## config.mk

```make
export PLATFORM = sky130hd
export DESIGN_NAME = dcd_cfg_regs
export DESIGN_NICKNAME = d
export VERILOG_FILES = /design/src/dcd_pkg.sv /design/src/dcd_cfg_regs.sv
export SDC_FILE = /design/constraint.sdc
export NUM_CORES = 1
export LEC_CHECK = 0
export ABC_AREA = 1
export BUFFER_PORTS_ARGS = -buffer_cell sky130_fd_sc_hd__buf_2
export CORE_MARGIN = 2
export CORE_UTILIZATION = 54
export DETAILED_ROUTE_END_ITERATION = 12
export GPL_TIMING_DRIVEN = 0
export PLACE_DENSITY = 0.85
export SKIP_LAST_GASP = 1
export SLEW_MARGIN = 20
export SYNTH_ARGS = -nofsm -noshare
export SYNTH_HDL_FRONTEND = slang
export SYNTH_SLANG_ARGS = --single-unit
```

## constraint.sdc

```tcl
create_clock -name i_clk -period 1.8 [get_ports i_clk]
set_clock_uncertainty 0.15 [all_clocks]
set_input_delay 0.27 -clock i_clk [delete_from_list [all_inputs] [get_ports i_clk]]
set_output_delay 0.27 -clock i_clk [all_outputs]
set_load 0.005 [all_outputs]
```

## src/dcd_pkg.sv

```systemverilog
`timescale 1ns / 1ps

package dcd_pkg;

    // Field widths
    localparam int VAL_W      = 24;
    localparam int CONF_W     = 23;
    localparam int CLS_W      = 7;
    localparam int POS_W      = 7;
    localparam int PIX_W      = 12;
    localparam int DIM_W      = 13;
    localparam int SCALE_W    = 24;
    localparam int CFG_IDX_W  = 3;
    localparam int CFG_DATA_W = 24;

    // Product widths
    localparam int PCONF_W = 2 * VAL_W;          // objectness * best score
    localparam int PEDGE_W = VAL_W + 2 + SCALE_W; // (2c - s) * scale
    localparam int PSIZE_W = VAL_W + 1 + SCALE_W; // size * scale

    localparam logic [POS_W-1:0]  POS_MAX     = 7'd127;
    localparam logic [CLS_W-1:0]  MAX_CLASSES = 7'd80;
    localparam logic [DIM_W-1:0]  IMG_MAX     = 13'd4096;
    localparam logic [CONF_W-1:0] CONF_MAX    = 23'h7FFFFF;

    // Register indexes
    localparam logic [CFG_IDX_W-1:0] REG_DECODE_MODE     = 3'd0;
    localparam logic [CFG_IDX_W-1:0] REG_SCORE_THRESHOLD = 3'd1;
    localparam logic [CFG_IDX_W-1:0] REG_SCALE_X         = 3'd2;
    localparam logic [CFG_IDX_W-1:0] REG_SCALE_Y         = 3'd3;
    localparam logic [CFG_IDX_W-1:0] REG_IMAGE_WIDTH     = 3'd4;
    localparam logic [CFG_IDX_W-1:0] REG_IMAGE_HEIGHT    = 3'd5;

    // Register reset values
    localparam logic [CONF_W-1:0]  RST_THRESHOLD = 23'd1024;
    localparam logic [SCALE_W-1:0] RST_SCALE     = 24'd4096;
    localparam logic [DIM_W-1:0]   RST_IMAGE     = 13'd640;

    // Live configuration, image sizes already limited to IMG_MAX
    typedef struct packed {
        logic                mode;
        logic [CONF_W-1:0]   thr;
        logic [SCALE_W-1:0]  sx;
        logic [SCALE_W-1:0]  sy;
        logic [DIM_W-1:0]    wimg;
        logic [DIM_W-1:0]    himg;
    } t_cfg;

    // One finished candidate vector
    typedef struct packed {
        logic signed [VAL_W-1:0] x;
        logic signed [VAL_W-1:0] y;
        logic signed [VAL_W-1:0] w;
        logic signed [VAL_W-1:0] h;
        logic signed [VAL_W-1:0] obj;
        logic signed [VAL_W-1:0] best;
        logic [CLS_W-1:0]        cls;
    } t_cand;

endpackage

```

## src/dcd_cfg_regs.sv

```systemverilog
`timescale 1ns / 1ps

module dcd_cfg_regs
    import dcd_pkg::*;
(
    input  logic                  i_clk,
    input  logic                  i_rst_n,
    input  logic                  i_cfg_valid,
    output logic                  o_cfg_ready,
    input  logic [CFG_IDX_W-1:0]  i_cfg_index,
    input  logic [CFG_DATA_W-1:0] i_cfg_data,
    output t_cfg                  o_cfg
);

    logic               r_mode;
    logic [CONF_W-1:0]  r_thr;
    logic [SCALE_W-1:0] r_sx;
    logic [SCALE_W-1:0] r_sy;
    logic [DIM_W-1:0]   r_img_w;
    logic [DIM_W-1:0]   r_img_h;

    assign o_cfg_ready = 1'b1;

    // Register writes; unknown indexes are dropped
    always_ff @(posedge i_clk) begin
        if (!i_rst_n) begin
            r_mode  <= 1'b0;
            r_thr   <= RST_THRESHOLD;
            r_sx    <= RST_SCALE;
            r_sy    <= RST_SCALE;
            r_img_w <= RST_IMAGE;
            r_img_h <= RST_IMAGE;
        end else if (i_cfg_valid) begin
            case (i_cfg_index)
                REG_DECODE_MODE:     r_mode  <= i_cfg_data[0];
                REG_SCORE_THRESHOLD: r_thr   <= i_cfg_data[CONF_W-1:0];
                REG_SCALE_X:         r_sx    <= i_cfg_data[SCALE_W-1:0];
                REG_SCALE_Y:         r_sy    <= i_cfg_data[SCALE_W-1:0];
                REG_IMAGE_WIDTH:     r_img_w <= i_cfg_data[DIM_W-1:0];
                REG_IMAGE_HEIGHT:    r_img_h <= i_cfg_data[DIM_W-1:0];
                default: begin
                end
            endcase
        end
    end

    // Image sizes above the limit act as the limit
    always_comb begin
        o_cfg.mode = r_mode;
        o_cfg.thr  = r_thr;
        o_cfg.sx   = r_sx;
        o_cfg.sy   = r_sy;
        o_cfg.wimg = (r_img_w > IMG_MAX) ? IMG_MAX : r_img_w;
        o_cfg.himg = (r_img_h > IMG_MAX) ? IMG_MAX : r_img_h;
    end

endmodule

```

Word-level counts from Yosys, hierarchy flattened

Cells that the tools add are included.

Logic and storage cells: 22
Output and inout bits: 99
Register bits: 98
Bits of input ports: 30

$lt $le $gt $ge: 2
Eq/ne operators: 5
Reduce and logical (&&, ||, !) cells: 7
Muxes and demuxes: 2

Operator list:

| operator               | count |
|---|---|
| $gt A13 B13 Y1 const B | 2 |
| $mux W13               | 2 |
| $reduce_and A2 Y1      | 6 |
| $eq A3 B2 Y1 const B   | 2 |
| $eq A3 B3 Y1 const B   | 2 |
| $eq A3 B1 Y1 const B   | 1 |
| $logic_not A3 Y1       | 1 |

Logic depth before layout (Yosys ltp)

Depth in word-level cells: 2
Mapped depth: 8

Least setup slack after synthesis

No wires, ideal clock.

Kind: register to output
From: register r_img_h[6]
To: output port o_cfg[10] (netlist bit)
Arrival: 0.945 ns
Slack: 0.435 ns
Path buffers: 1
Cell stages (with the launch flop): 7
Cells stage by stage: dfxtp_1 nor2_1 nand2_1 nor2_1 nand2_1 clkbuf_1 a21oi_1

RTL lines:

| what                     | RTL line           | text |
|---|---|---|
| start: declaration       | dcd_cfg_regs.sv:20 | `logic [DIM_W-1:0] r_img_h;` |
| start signal: assignment | dcd_cfg_regs.sv:40 | `REG_IMAGE_HEIGHT: r_img_h <= i_cfg_data[DIM_W-1:0];` |
| end: declaration         | dcd_cfg_regs.sv:12 | `output t_cfg o_cfg` |

==> summary.txt <==
Status = complete, but fails checks
Failing checks = negative setup slack
Area Growth Syn to Fin = 29.6%
Fmax achieved = 501 MHz
Avg WL per Cell = 15.3 µm
Remaining Overflow, GRT = 0
Syn avg cell area = 7.76 µm²
Initial DRC count = 251
Vias = 3960
Die span in x = 88.6 µm
Clock buffer depth = 2
Netlist Area Pre-Place = 0.00386 mm²
Max VDD drop = 503 µV
Critical path type = flip-flop to primary output
CTS sink count = 98
Worst setup EP type = primary output
Area of the multi-input gates = 0.00164 mm²
Area leader, netlist = dfxtp_1
Largest net degree at the start of global routing = 16
I/O pin total = 129
Synth top area cells = dfxtp_1 (51%), nor2_1 (10%), a21oi_1 (8.8%)
Top cells by count, synth = nor2_1 (106), dfxtp_1 (98), a21oi_1 (68)
Clk pwr share = 0.340
Hold WC Path Type = input pin to flip-flop
Min Hold Slack = 50.7 ps
Total die area = 0.00785 mm²
Nets = 669
Ys flop type = dfxtp_1
Final Util = 0.729
Clk_lat worst skew = 360 ps
Clock root buffer = clkbuf_8
Async S/R FF share, synth = 0
Top-area cell type share of the netlist area = 0.508
Final TNS setup = -2790 ps
Tmin final = 1990 ps
Register area = 0.00197 mm²
DRT antenna net count = 0
Final worst path period share = 1.11
Leakage Power = 2.25 nW
CTS tree = yes
Sequential power share = 0.547
GPL Wtd Cong = 0.850
Die height = 88.6 µm
RSZ-0062 raised after global routing = yes
Filler cell count in the final layout = 558
TritonRoute pass-1 iters = 5
Yosys reg bits = 98
CTS H-tree lvls = 3
Normalized max-slew margin = 0.641
Hold Path End = r_thr[22]
Syn nets = 528
Synth cell types = 23
Reg-to-reg slack, setup = 870 ps
FF-to-FF End = r_img_w[7]
Post-Place Setup Slack = 208 ps
NetSw = 0.00106 W
Reg-to-reg critical path startpoint = r_img_w[7]
Number of global-route vias before repair = 3613
Placed insts = 719
Post-DP HPWL = 8080 µm
Post-synth EDFFs = 0
Global-route wire length before repair = 16800 µm
Max-Cap Viols = 0
Drt via density = 5.35
CP Data Arrival Time = 1570 ps
R2R cell count = 3
Num CTS Buffers = 9
Worst Slack Setup Final = -194 ps
Routed wire length = 11400 µm
PortBufs = 125
Sw Share = 0.254
Clock-pin slew on the worst setup and hold paths = 80 ps
Tot GR Track Use = 0.283
Final setup viols = 24
Combinational Power Share = 0.113
Final Hold Fails = 0
Least-Margin Pin Slew = 539 ps
Initial antenna violation count = 0
Slew Viols, Final = 0
Most common cell in the synthesized netlist = nor2_1
Final non-filler cell total = 740
Worst Path Required = 1380 ps
WHS Path Cells = 3
Share of cells above drive strength 1 = 0.342
Diode count = 0
Post-synthesis sequential area ratio = 0.508
Int Power = 0.00310 W
Initial core utilization = 0.563
Synth warnings = 0
Power Density = 829 mW/mm²
Core area = 0.00687 mm²
CP max FO = 5
Synth Instances = 498
Hold path start = i_cfg_data[22]
DRC viols = 0
Worst setup SP type = flip-flop
Row cnt = 30
cells by family after synthesis:
family	Yosys count	synth area share
compound gates	139	0.183
buf+inv	73	0.0961
flops	98	0.508
other cells	1	0.000970
simple gates	187	0.213
final cells by class:
class                           count  area share
Timing Repair Buffer              130       0.138
Clock buffer                       12      0.0290
Buffer                             41      0.0539
Clock inverter                      4      0.0102
Sequential cell                    98       0.393
Multi-Input combinational cell    327       0.327
Inverter                           32      0.0250
Tap cell                           96      0.0240
cell usage in the layout (no fill, tap or decap), types with 3 or more instances in the layout:
cell type / n
clkbuf_1: 14
clkbuf_2: 5
o211ai_1: 4
o21ai_0: 40
nor2_4: 3
nand2_2: 4
nand4_1: 24
buf_2: 133
inv_1: 28
dfxtp_2: 4
a21oi_2: 24
nand3_1: 4
o21ai_1: 27
buf_4: 9
nor2_2: 5
dfxtp_1: 94
nand2_1: 43
a21oi_1: 44
nor2_1: 101
buf_6: 8
clkbuf_8: 11
through the flow:
stage	instance area (µm²)	total power [W]
global placement	4610	0.00275
detailed placement	4610	0.00276
global route	5010	0.00430
CTS	4890	0.00415
finish	5010	0.00415
floorplan	3860	0.00256
flip-flops by register name, indices dropped and copies added, names as in the netlist:
signal   cells
r_thr       23
r_mode       1
r_sy        24
r_img_h     13
r_img_w     13
r_sx        24
how the worst max path moves through the flow:
stage | start | end | slack, ps | cells past startpoint
CTS | r_img_w[6] | o_cfg[24] | -80 | 7
detailed placement | r_img_h[4] | o_cfg[6] | 210 | 7
global route | r_img_w[9] | o_cfg[22] | -270 | 7
global placement | r_img_h[4] | o_cfg[1] | 250 | 7
floorplan | r_img_h[6] | o_cfg[10] | 430 | 6
finish | r_img_w[9] | o_cfg[18] | -190 | 7
timing repair:
| action | in CTS | in global routing |
|---|---|---|
| hold endpoints to repair | 0 | 0 |
| gates cloned | 1 | 1 |
| endpoints found under the setup margin | 20 | 24 |
| pin swaps | 2 | 6 |
| gates resized for setup | 20 | 29 |
| hold buffers | 0 | 0 |
| setup buffers | 1 | 2 |
critical path, cell delays in order, from the launching register on:
cell	delay, ps
dfxtp_1	300
inv_1	130
nand2_1	110
nor2_2	130
nand2_2	120
clkbuf_16	190
a21oi_2	110
buf_2	120
power by group through the flow:
stage          Clock [W]  Combinational (W)  Sequential, W
6_report         0.00141           0.000469        0.00227
3_5_place_dp           0           0.000443        0.00232
4_1_cts          0.00143           0.000451        0.00227
3_3_place_gp           0           0.000431        0.00232
5_1_grt          0.00150           0.000521        0.00228
2_1_floorplan          0           0.000244        0.00232
metal layers:
layer,vias to the layer above,wire length (µm),GRT usage
met4,0,333,0.131
met5,-,0,0
met2,188,5550,0.487
li1,1923,-,-
met3,28,995,0.0644
met1,1821,4470,0.337
(Power assumes the default switching activity.)
