**config.mk**
```make
export PLATFORM = sky130hd
export DESIGN_NAME = dcd_accum
export DESIGN_NICKNAME = d
export VERILOG_FILES = /design/src/dcd_pkg.sv /design/src/dcd_accum.sv
export SDC_FILE = /design/constraint.sdc
export NUM_CORES = 1
export LEC_CHECK = 0
export ABC_AREA = 1
export BUFFER_PORTS_ARGS = -buffer_cell sky130_fd_sc_hd__buf_2
export CAP_MARGIN = 40
export CORE_MARGIN = 2
export CORE_UTILIZATION = 41
export DETAILED_ROUTE_END_ITERATION = 7
export SYNTH_ARGS = -nofsm -noshare
export SYNTH_HDL_FRONTEND = slang
export SYNTH_SLANG_ARGS = --single-unit
```
**constraint.sdc**
```tcl
create_clock -name i_clk -period 6.3 [get_ports i_clk]
set_clock_uncertainty 0.2 [all_clocks]
set_input_delay 1.26 -clock i_clk [delete_from_list [all_inputs] [get_ports i_clk]]
set_output_delay 1.26 -clock i_clk [all_outputs]
set_load 0.02 [all_outputs]
```
**src/dcd_pkg.sv**
```systemverilog
`timescale 1ns / 1ps

package dcd_pkg;

    // Field widths
    localparam int VAL_W      = 24;
    localparam int CONF_W     = 23;
    localparam int CLS_W      = 7;
    localparam int POS_W      = 7;
    localparam int PIX_W      = 12;
    localparam int DIM_W      = 13;
    localparam int SCALE_W    = 24;
    localparam int CFG_IDX_W  = 3;
    localparam int CFG_DATA_W = 24;

    // Product widths
    localparam int PCONF_W = 2 * VAL_W;          // objectness * best score
    localparam int PEDGE_W = VAL_W + 2 + SCALE_W; // (2c - s) * scale
    localparam int PSIZE_W = VAL_W + 1 + SCALE_W; // size * scale

    localparam logic [POS_W-1:0]  POS_MAX     = 7'd127;
    localparam logic [CLS_W-1:0]  MAX_CLASSES = 7'd80;
    localparam logic [DIM_W-1:0]  IMG_MAX     = 13'd4096;
    localparam logic [CONF_W-1:0] CONF_MAX    = 23'h7FFFFF;

    // Register indexes
    localparam logic [CFG_IDX_W-1:0] REG_DECODE_MODE     = 3'd0;
    localparam logic [CFG_IDX_W-1:0] REG_SCORE_THRESHOLD = 3'd1;
    localparam logic [CFG_IDX_W-1:0] REG_SCALE_X         = 3'd2;
    localparam logic [CFG_IDX_W-1:0] REG_SCALE_Y         = 3'd3;
    localparam logic [CFG_IDX_W-1:0] REG_IMAGE_WIDTH     = 3'd4;
    localparam logic [CFG_IDX_W-1:0] REG_IMAGE_HEIGHT    = 3'd5;

    // Register reset values
    localparam logic [CONF_W-1:0]  RST_THRESHOLD = 23'd1024;
    localparam logic [SCALE_W-1:0] RST_SCALE     = 24'd4096;
    localparam logic [DIM_W-1:0]   RST_IMAGE     = 13'd640;

    // Live configuration, image sizes already limited to IMG_MAX
    typedef struct packed {
        logic                mode;
        logic [CONF_W-1:0]   thr;
        logic [SCALE_W-1:0]  sx;
        logic [SCALE_W-1:0]  sy;
        logic [DIM_W-1:0]    wimg;
        logic [DIM_W-1:0]    himg;
    } t_cfg;

    // One finished candidate vector
    typedef struct packed {
        logic signed [VAL_W-1:0] x;
        logic signed [VAL_W-1:0] y;
        logic signed [VAL_W-1:0] w;
        logic signed [VAL_W-1:0] h;
        logic signed [VAL_W-1:0] obj;
        logic signed [VAL_W-1:0] best;
        logic [CLS_W-1:0]        cls;
    } t_cand;

endpackage

```
**src/dcd_accum.sv**
```systemverilog
`timescale 1ns / 1ps

module dcd_accum
    import dcd_pkg::*;
(
    input  logic             i_clk,
    input  logic             i_rst_n,
    input  logic             i_accept,
    input  logic [VAL_W-1:0] i_value,
    input  logic             i_last,
    input  logic             i_mode,
    input  logic             i_next_ready,
    output logic             o_ready,
    output logic             o_cand_valid,
    output t_cand            o_cand
);

    logic [POS_W-1:0]        r_pos;
    logic signed [VAL_W-1:0] r_coords [4];
    logic signed [VAL_W-1:0] r_obj;
    logic signed [VAL_W-1:0] r_best;
    logic [CLS_W-1:0]        r_cls;

    logic [POS_W-1:0]        n_pos;
    logic signed [VAL_W-1:0] n_coords [4];
    logic signed [VAL_W-1:0] n_obj;
    logic signed [VAL_W-1:0] n_best;
    logic [CLS_W-1:0]        n_cls;

    // Vector as it stands with the current element taken in
    logic signed [VAL_W-1:0] u_coords [4];
    logic signed [VAL_W-1:0] u_obj;
    logic signed [VAL_W-1:0] u_best;
    logic [CLS_W-1:0]        u_cls;

    logic                    r_v1;
    t_cand                   r_cand;

    logic signed [VAL_W-1:0] v;
    logic [POS_W-1:0]        first_class;
    logic [POS_W-1:0]        cls_off;

    assign v           = $signed(i_value);
    assign first_class = i_mode ? 7'd5 : 7'd4;
    assign cls_off     = r_pos - first_class;
    assign o_ready     = !r_v1 || i_next_ready;

    // Place the element by position, running strict-greater argmax
    always_comb begin
        u_coords = r_coords;
        u_obj    = r_obj;
        u_best   = r_best;
        u_cls    = r_cls;
        if (i_accept) begin
            if (r_pos < 7'd4) begin
                u_coords[r_pos[1:0]] = v;
            end else if (i_mode && r_pos == 7'd4) begin
                u_obj = v;
            end else if (r_pos >= first_class) begin
                if (cls_off < MAX_CLASSES && v > r_best) begin
                    u_best = v;
                    u_cls  = cls_off;
                end
            end
        end
    end

    // Advance position; a last element clears the vector
    always_comb begin
        n_pos    = r_pos;
        n_coords = u_coords;
        n_obj    = u_obj;
        n_best   = u_best;
        n_cls    = u_cls;
        if (i_accept) begin
            if (r_pos != POS_MAX) begin
                n_pos = r_pos + 7'd1;
            end
            if (i_last) begin
                n_pos = '0;
                for (int i = 0; i < 4; i++) begin
                    n_coords[i] = '0;
                end
                n_obj  = '0;
                n_best = '0;
                n_cls  = '0;
            end
        end
    end

    always_ff @(posedge i_clk) begin
        if (!i_rst_n) begin
            r_pos  <= '0;
            r_obj  <= '0;
            r_best <= '0;
            r_cls  <= '0;
            for (int i = 0; i < 4; i++) begin
                r_coords[i] <= '0;
            end
        end else begin
            r_pos    <= n_pos;
            r_coords <= n_coords;
            r_obj    <= n_obj;
            r_best   <= n_best;
            r_cls    <= n_cls;
        end
    end

    // Snapshot register for a finished vector
    always_ff @(posedge i_clk) begin
        if (!i_rst_n) begin
            r_v1 <= 1'b0;
        end else if (o_ready) begin
            r_v1 <= i_accept && i_last;
        end
    end

    always_ff @(posedge i_clk) begin
        if (o_ready) begin
            r_cand.x    <= u_coords[0];
            r_cand.y    <= u_coords[1];
            r_cand.w    <= u_coords[2];
            r_cand.h    <= u_coords[3];
            r_cand.obj  <= u_obj;
            r_cand.best <= u_best;
            r_cand.cls  <= u_cls;
        end
    end

    assign o_cand_valid = r_v1;
    assign o_cand       = r_cand;

endmodule

```
# After elaboration in Yosys (flattened, before gate mapping)
# Index checks and enable logic that the tools add are counted.
totals:
  reg_bits: 310
  in_bits: 30
  output_inout_bits: 153
  wordCells: 64
classes:
  n_addsub: 2
  magnitude_cmp: 6
  eq_ne: 2
  mux: 29
  bitwise_logic: 1
  reduce_logical: 8
ops:
  columns: ["cell", "count"]
  rows:
  - ["two-way mux 96 bit", 4]
  - ["two-way mux 24 bit", 13]
  - ["bitwise mux 96 bit", 1]
  - ["two-way mux 7 bit", 9]
  - ["demux 24 bit (select 2 bit)", 1]
  - ["> comparator 24 bit", 1]
  - ["adder 7 x 1 -> 7 bit, second input constant", 1]
  - ["equality test 7 x 3 -> 1 bit, second input constant", 1]
  - [">= comparator 7 x 3 -> 1 bit", 1]
  - ["< comparator 7 x 3 -> 1 bit, second input constant", 1]
  - ["< comparator 7 bit, second input constant", 1]
  - ["inequality test 7 bit, second input constant", 1]
  - ["subtractor 7 x 3 -> 7 bit", 1]
  - ["logical AND 1 bit", 4]
  - [">= comparator 3 bit, second input constant", 1]
  - ["< comparator 3 x 1 -> 1 bit, second input constant", 1]
  - ["inverter 2 -> 3 bit", 1]
  - ["AND reduction 2 bit", 1]
  - ["nonzero test 2 bit", 1]
  - ["zero test 1 bit", 1]
  - ["logical OR 1 bit", 1]
  - ["two-way mux 1 bit", 1]

# Longest topological paths before layout
# Gate-level depths: netlist of the first run.
logic_depth:
  word_depth: 11
  depth_mapped: 17
  depth_no_buf: 16

# Worst setup path before layout of the first run
# No wires, ideal clock.
synth_timing:
  kind: "input -> output"
  start: "in i_next_ready"
  end: "out o_ready"
  arrival_ns: 4.610
  required_ns: 4.840
  slack_ns: 0.230
  path_stages: 2
  path_buffers: 0
  path_cell_list: "inv_1 > nand2_1"
synth_via:
  elab_chain_len: 1
synth_lines:
  columns: ["element", "line", "text"]
  rows:
  - ["start: declaration", "dcd_accum.sv:12", "input logic i_next_ready,"]
  - ["logical OR 1 bit", "dcd_accum.sv:46", "assign o_ready = !r_v1 || i_next_ready;"]
  - ["end: declaration", "dcd_accum.sv:13", "output logic o_ready,"]
# No other way between the ends.

# Worst setup path in the final report of the first run
layout_timing:
  start: "in i_value[23]"
  end: "reg r_cand, in the netlist o_cand[12], data pin"
layout_via:
  elab_chain_len: 7
layout_lines:
  columns: ["element", "line", "text"]
  rows:
  - ["start: declaration", "dcd_accum.sv:9", "input logic [VAL_W-1:0] i_value,"]
  - ["> comparator 24 bit", "dcd_accum.sv:60", "if (cls_off < MAX_CLASSES && v > r_best) begin"]
  - ["logical AND 1 bit", "dcd_accum.sv:60", null]
  - ["two-way mux 24 bit", "dcd_accum.sv:60", null]
  - ["two-way mux 24 bit", "dcd_accum.sv:59", "end else if (r_pos >= first_class) begin"]
  - ["two-way mux 24 bit", "dcd_accum.sv:57", "end else if (i_mode && r_pos == 7'd4) begin"]
  - ["two-way mux 24 bit", "dcd_accum.sv:55", "if (r_pos < 7'd4) begin"]
  - ["two-way mux 24 bit", "dcd_accum.sv:54", "if (i_accept) begin"]
  - ["net u_best[5]", "dcd_accum.sv:33", "logic signed [VAL_W-1:0] u_best;"]
  - ["end: declaration", "dcd_accum.sv:37", "t_cand r_cand;"]
# The timed path passes the listed nets, and every way through them passes these cells.
# A chain may end at the register's enable or synchronous reset.

==> results.md, run 1 <==
- Status: finished clean
- Main synth FF type: dfxtp_1
- Flop2flop setup slack: 3.29 ns
- Final slew viol count: 0
- Later-pin clock latency in the skew report: 0.50 ns
- Via count: 8,725
- CP delay by family, top: simple AND/OR/NAND/NOR gates
- Crit path time final: 3.60 ns
- CTS tree: done
- CP Max Fanout: 31
- DR WL/cell: 14.2 um
- Area Overhead vs Synth: 19.7%
- Final ANT Viol Nets: 0
- Worst Hold Path Cells: 2
- Drt total wl: 27.4 mm
- Synth area leaders: edfxtp_1 (37%), dfxtp_1 (26%), inv_1 (10%)
- Max-cap violations: 0
- CTS buffer count: 34
- Initial DRC count: 532
- Yosys warnings: 0
- CTS Sinks: 310
- CP startpoint kind: primary input
- Vias in the first global route: 8,146
- # DRC: 0
- Setup total negative slack: 0 ns
- Worst-path clk slew: 0.06 ns
- Share of cells above drive strength 1: 16.9%
- Reg2reg end: o_cand[12]
- Cell taking the most area after synthesis: edfxtp_1
- Slowest stage delay, CP: 0.39 ns
- Initial antenna violation count: 0
- Synthesized flop and latch total: 310
- # resized after CTS: 0
- # rows: 63
- Crit path kind: primary input to flop
- Pwr dens: 310 nW/um2
- Distinct cells, synth: 30
- Reg2reg start: r_pos[0]
- Postcts setup bufs: 0
- CP Depth: 14
- Async SR Flop Fraction: 0%
- Hold_buf cts: 0
- Number of synthesized flops with an enable pin: 151
- Yosys top cell area share: 36.9%
- Post-Layout Cell Count: 1,936
- DIE WIDTH: 177 um
- Slew of the pin with the lowest slew margin: 0.842 ns
- Gpl congestion: 0.847
- Cells after Synth: 1,346
- Ant diodes: 0
- Final nets: 1,582
- Starting Density: 41.6%
- Critical Path Sink Type: flop
- Worst EP required: 6.34 ns
- Design Power: 4.57 mW
- Die area: 31,400 um2
- CP most frequent cell: nand2_1
- CP bufs+invs: 3
- First-pass GRT wire length: 42.6 mm
- Core box area: 29,600 um2
- Max frequency: 278 MHz
- Max IR drop VDD: 0.000202 V
- Most instantiated cells after synthesis: inv_1 (333), nand2_1 (246), nor2_1 (164), dfxtp_1 (159), edfxtp_1 (151)
- Final hold vios: 0
- H-tree level count: 2
- Root buffer cell: clkbuf_16
- Pin count of the biggest net entering global routing: 74
- Top Ports: 183
- Total leakage power: 8.14 nW
- Drt first pass iters: 5
- # port buffers: 182
- Die Span Y: 177 um
- Fillcell total: 2,808
- Syn nets: 1,406
- Grt ovf: 0
- Most frequent cell after synthesis: inv_1
- Hold WS: 0.294 ns
- Hold/Removal Path Class: flop to flop
- Synthesized area: 12,300 um2
- Syn avg cell area: 9.13 um2
- Placed cell count: 1,876
- RSZ-0062 raised after global routing: false
- WHS Endpoint: r_obj[1]
- Crit-path cells: buf_2, ha_1, nand2_1, nor2_1, nand2_1, nor3_1, nand2_1, nand3_1, nand2_1, buf_16, nand3_4, nand2_1, nand2_1, inv_1
- Max clock buf depth: 3
- WP data arrival: 3.64 ns
- Sequential share of the synthesized area: 62.8%
- Register-to-Register Path Depth: 16
- Vias per inst: 4.51
- Total GRT Usage: 17.4%
- HP Start: r_obj[1]
- Fin crit share: 57.1%
- Slowest CP cell: ha_1
- Number of setup violations in the final report: 0
- Slew Limit Headroom: 43.9%
- Dpl hpwl: 18.3 mm
==> layout by cell type (no fill, tap or decap), types with 3 or more instances in the layout <==
| cell type | instances |
|---|---|
| a21oi_1 | 15 |
| buf_12 | 3 |
| buf_2 | 182 |
| buf_4 | 6 |
| clkbuf_1 | 10 |
| clkbuf_16 | 35 |
| clkbuf_8 | 3 |
| clkinv_1 | 3 |
| clkinv_2 | 4 |
| dfxtp_1 | 159 |
| edfxtp_1 | 151 |
| ha_1 | 30 |
| inv_1 | 333 |
| inv_2 | 4 |
| nand2_1 | 240 |
| nand2_2 | 5 |
| nand3_1 | 10 |
| nand4_1 | 33 |
| nor2_1 | 164 |
| nor2_2 | 3 |
| nor3_1 | 3 |
| o21ai_0 | 80 |
| o21ai_1 | 45 |
==> metrics by stage <==
stage	utilization [%]	worst slack, ns	cell area (um2)
after floorplan	-	0.230	12300
after detailed placement	46.1	2.12	13600
after global routing	49.8	2.45	14700
after global placement	45.7	1.73	13500
final	49.8	2.70	14700
after CTS	49.8	2.64	14700
==> cell type report <==
type                       count  area, um2  share of cell area (%)
inverter                     338       1270                    8.63
timing repair buffer         194       1080                    7.36
sequential                   310       7720                    52.5
tap                          390        488                    3.32
multi-input combinational    644       3080                    20.9
clock buffer                  48        955                    6.49
clock inverter                12        121                   0.825
==> worst max path at each step <==
stage / from / end / slack, ns
3_5_place_dp: i_value[23] / o_cand[12] / 2.12
3_3_place_gp: i_value[23] / o_cand[15] / 1.73
2_1_floorplan: i_next_ready / o_ready / 0.23
4_1_cts: i_value[23] / o_cand[12] / 2.64
5_1_grt: i_value[23] / o_cand[8] / 2.45
6_report: i_value[23] / o_cand[12] / 2.70
==> state kept, by name, indices dropped and copies added (netlist names) <==
register,cells
r_cls,7
r_coords,96
r_pos,7
o_cand_valid,1
o_cand,151
r_obj,24
r_best,24
==> worst reg2reg max path, cell delays in order, from the launching register on <==
cell and delay (ns):
dfxtp_1 0.35, inv_1 0.12, ha_1 0.22, ha_1 0.20, inv_1 0.06, nand2_1 0.10, nand2_1 0.10, nand2_1 0.05
nand2_1 0.10, nand3_1 0.08, nand2_1 0.08, inv_2 0.06, nor2_8 0.40, nand3_4 0.43, nand2_1 0.18, nand2_1 0.08
inv_1 0.06
==> layer usage <==
metal / track usage [%] / routed length (um) / up-vias
li1: - / - / 4460
met2: 27.7 / 12300 / 242
met3: 3.41 / 1700 / 58
met5: 0 / 0 / -
met4: 6.03 / 777 / 0
met1: 23.8 / 12700 / 3965
==> kinds of logic (layout without fill, tap and decap cells) <==
group | count (synthesis) | count (layout) | share of synthesized area, %
AND/OR/NAND/NOR | 468 | 468 | 15.7
adder cells (fa/ha/maj) | 30 | 30 | 3.05
flip-flops | 310 | 310 | 62.8
AO/OA/AOI/OAI | 146 | 146 | 6.07
buffers and inverters | 392 | 592 | 12.4
==> power breakdown <==
group	switching, mW	internal (mW)	total, mW
clock	0.773	1.14	1.92
combinational	0.285	0.115	0.400
sequential	0.0329	2.22	2.25
total	1.09	3.47	4.57
No activity file was read; power rests on OpenSTA's default activity.
==> run 2: changes to the inputs <==
==> constraint.sdc (replaced) <==
create_clock -name i_clk -period 3.8 [get_ports i_clk]
set_clock_uncertainty 0.2 [all_clocks]
set_input_delay 0.76 -clock i_clk [delete_from_list [all_inputs] [get_ports i_clk]]
set_output_delay 0.76 -clock i_clk [all_outputs]
set_load 0.02 [all_outputs]
==> run 2 against run 1 <==
Sequential cell count did not move; non-clock buffer count rose by 4; setup slack got worse by 1.9 ns; via count increased by 0.48%; design area is 0.59% higher; global-route usage barely moved; largest power group unchanged.
==> results.md, run 2 (synthesis results as in run 1) <==
- Total leakage power: 8.18 nW (was 8.14 nW)
- Pre-CTS setup slack: 0.377 ns (was 2.12 ns)
- Starting Density: 41.6% (unchanged)
- Final nets: 1,586 (was 1,582)
- CP Max Fanout: 32 (was 31)
- Final slew viol count: 0 (unchanged)
- Via count: 8,767 (was 8,725)
- Postcts setup bufs: 0 (unchanged)
- Worst EP required: 3.97 ns (was 6.34 ns)
- Final ANT Viol Nets: 0 (unchanged)
- Max reg flops: 151 (unchanged)
- Drt first pass iters: 5 (unchanged)
- Pwr dens: 520 nW/um2 (was 310 nW/um2)
- Placed cell count: 1,880 (was 1,876)
- # resized after CTS: 0 (unchanged)
- Reg2reg start: r_pos[0] (unchanged)
- CP bufs+invs: 4 (was 3)
- Layout Utilization: 50.0% (was 49.8%)
- DR WL/cell: 14.1 um (was 14.2 um)
- Slowest CP cell: nand3_4 (was ha_1)
- RSZ-0062 raised after global routing: false (unchanged)
- Dpl hpwl: 18.2 mm (was 18.3 mm)
- Slew of the pin with the lowest slew margin: 0.713 ns (was 0.842 ns)
- Pin count of the biggest net entering global routing: 71 (was 74)
- CTS Sinks: 310 (unchanged)
- Placed Area: 13,700 um2 (was 13,600 um2)
- Total GRT Usage: 17.4% (about the same)
- Gpl congestion: 0.838 (was 0.847)
- Grt ovf: 0 (unchanged)
- Area Overhead vs Synth: 20.4% (was 19.7%)
- Die area: 31,400 um2 (unchanged)
- CTS tree: done (unchanged)
- Vias per inst: 4.51 (about the same)
- Reg2reg end: o_cand[28] (was o_cand[12])
- Initial DRC count: 584 (was 532)
- Register-to-Register Path Depth: 15 (was 16)
- Most frequent cells in the layout: inv_1 (333), nand2_1 (240), buf_2 (182) (unchanged)
- CP most frequent cell: nand2_1 (unchanged)
- Fillcell total: 2,768 (was 2,808)
- Worst-path clk slew: 0.06 ns (about the same)
- Root buffer cell: clkbuf_16 (unchanged)
- Later-pin clock latency in the skew report: 0.50 ns (about the same)
- Max frequency: 329 MHz
- Critical Path Sink Type: flop (unchanged)
- Share of cells above drive strength 1: 17.2% (was 16.9%)
- Crit path kind: flop to flop (was primary input to flop)
- Most common cell after layout, fill and taps aside: inv_1 (unchanged)
- Crit path time final: 3.04 ns
- H-tree level count: 2 (unchanged)
- Initial antenna violation count: 0 (unchanged)
- Max IR drop VDD: 0.000257 V (was 0.000202 V)
- Number of setup violations in the final report: 0 (unchanged)
- Post-Layout Cell Count: 1,942 (was 1,936)
- Drt total wl: 27.3 mm (was 27.4 mm)
- Slowest stage delay, CP: 0.44 ns (was 0.39 ns)
- Core box area: 29,600 um2 (unchanged)
- Crit-path cells: inv_1, ha_1, ha_1, inv_1, nand2_1, nand2_1, o21ai_0, o21ai_1, nand2_1, inv_2, nor2_8, nand3_4, nand2_1, nand2_1, inv_1 (was buf_2, ha_1, nand2_1, nor2_1, nand2_1, nor3_1, nand2_1, nand3_1, nand2_1, buf_16, nand3_4, nand2_1, nand2_1, inv_1)
- Worst Hold Path Cells: 2 (unchanged)
- WP data arrival: 3.21 ns (was 3.64 ns)
- Top Ports: 183 (unchanged)
- First-pass GRT wire length: 42.7 mm (was 42.6 mm)
- Max-cap violations: 0 (unchanged)
- Status: finished clean (unchanged)
- Max clock buf depth: 3 (unchanged)
- Fin crit share: 80.1%
- # port buffers: 182 (unchanged)
- # rows: 63 (unchanged)
- Setup ws final: 0.758 ns (was 2.70 ns)
- Die Span Y: 177 um (unchanged)
- Vias in the first global route: 8,247 (was 8,146)
- # DRC: 0 (unchanged)
- Slew Limit Headroom: 52.5% (was 43.9%)
- DIE WIDTH: 177 um (unchanged)
- Final instance area: 14,800 um2 (was 14,700 um2)
- Setup total negative slack: 0 ns (unchanged)
- Hold_buf cts: 0 (unchanged)
- WHS Endpoint: r_obj[0] (was r_obj[1])
- Flop2flop setup slack: 0.76 ns (was 3.29 ns)
- CTS buffer count: 34 (unchanged)
- CP delay by family, top: simple AND/OR/NAND/NOR gates (unchanged)
- Hold/Removal Path Class: flop to flop (unchanged)
- Final hold vios: 0 (unchanged)
- CP startpoint kind: flop (was primary input)
- HP Start: r_obj[0] (was r_obj[1])
## run 2: changes by cell type in the layout (fill, tap and decap cells not counted), sizes merged
cell      previous run  this run
buf                194       198
clkbuf              48        51
clkinv               9         8
clkinvlp             1         0
diode                0         1
## run 2: layout make-up
type	instances	area (um2)	area share [%]
inverter	338	1270	8.58
clock buffer	51	1040	7.01
multi-input combinational	644	3080	20.8
tap	390	488	3.30
sequential	310	7720	52.2
antenna	1	2.50	0.0169
clock inverter	10	103	0.694
timing repair buffer	198	1090	7.39
## run 2: worst reg2reg max path, delay by kind of cell (launching register included)
family / cells / cell delay [ns]
flops: 1 / 0.33
compound gates: 2 / 0.26
buf+inv: 4 / 0.34
simple gates: 7 / 1.39
fa+ha+maj: 2 / 0.38
## run 2: metrics by stage
step	hold WS [ns]	total power, mW
finish	0.294	7.69
global route	0.321	7.99
CTS	0.299	7.78
detailed placement	0.284	4.47
global placement	0.277	4.45
floorplan	0.258	4.21
## run 2: layer usage
layer	track usage (%)	vias to the layer above	part of all wire [%]
met5	0	-	0
met4	4.75	0	1.8
met3	3.37	42	5.9
met2	27.8	216	45
met1	24.3	4028	47
li1	-	4481	-
## run 2: power by group
part           switching, mW  internal (mW)
Clock                   1.27           2.02
Combinational          0.472          0.190
Sequential            0.0563           3.68
## run 2: how the worst max path moves through the flow
| stage | startpoint | end | depth (start not counted) |
|---|---|---|---|
| detailed placement | i_value[23] | o_cand[5] | 13 |
| finish | r_pos[0] | o_cand[28] | 15 |
| global placement | i_value[23] | o_cand[22] | 13 |
| CTS | r_pos[0] | o_cand[28] | 15 |
| floorplan | i_next_ready | o_ready | 2 |
| global route | r_pos[0] | o_cand[20] | 15 |
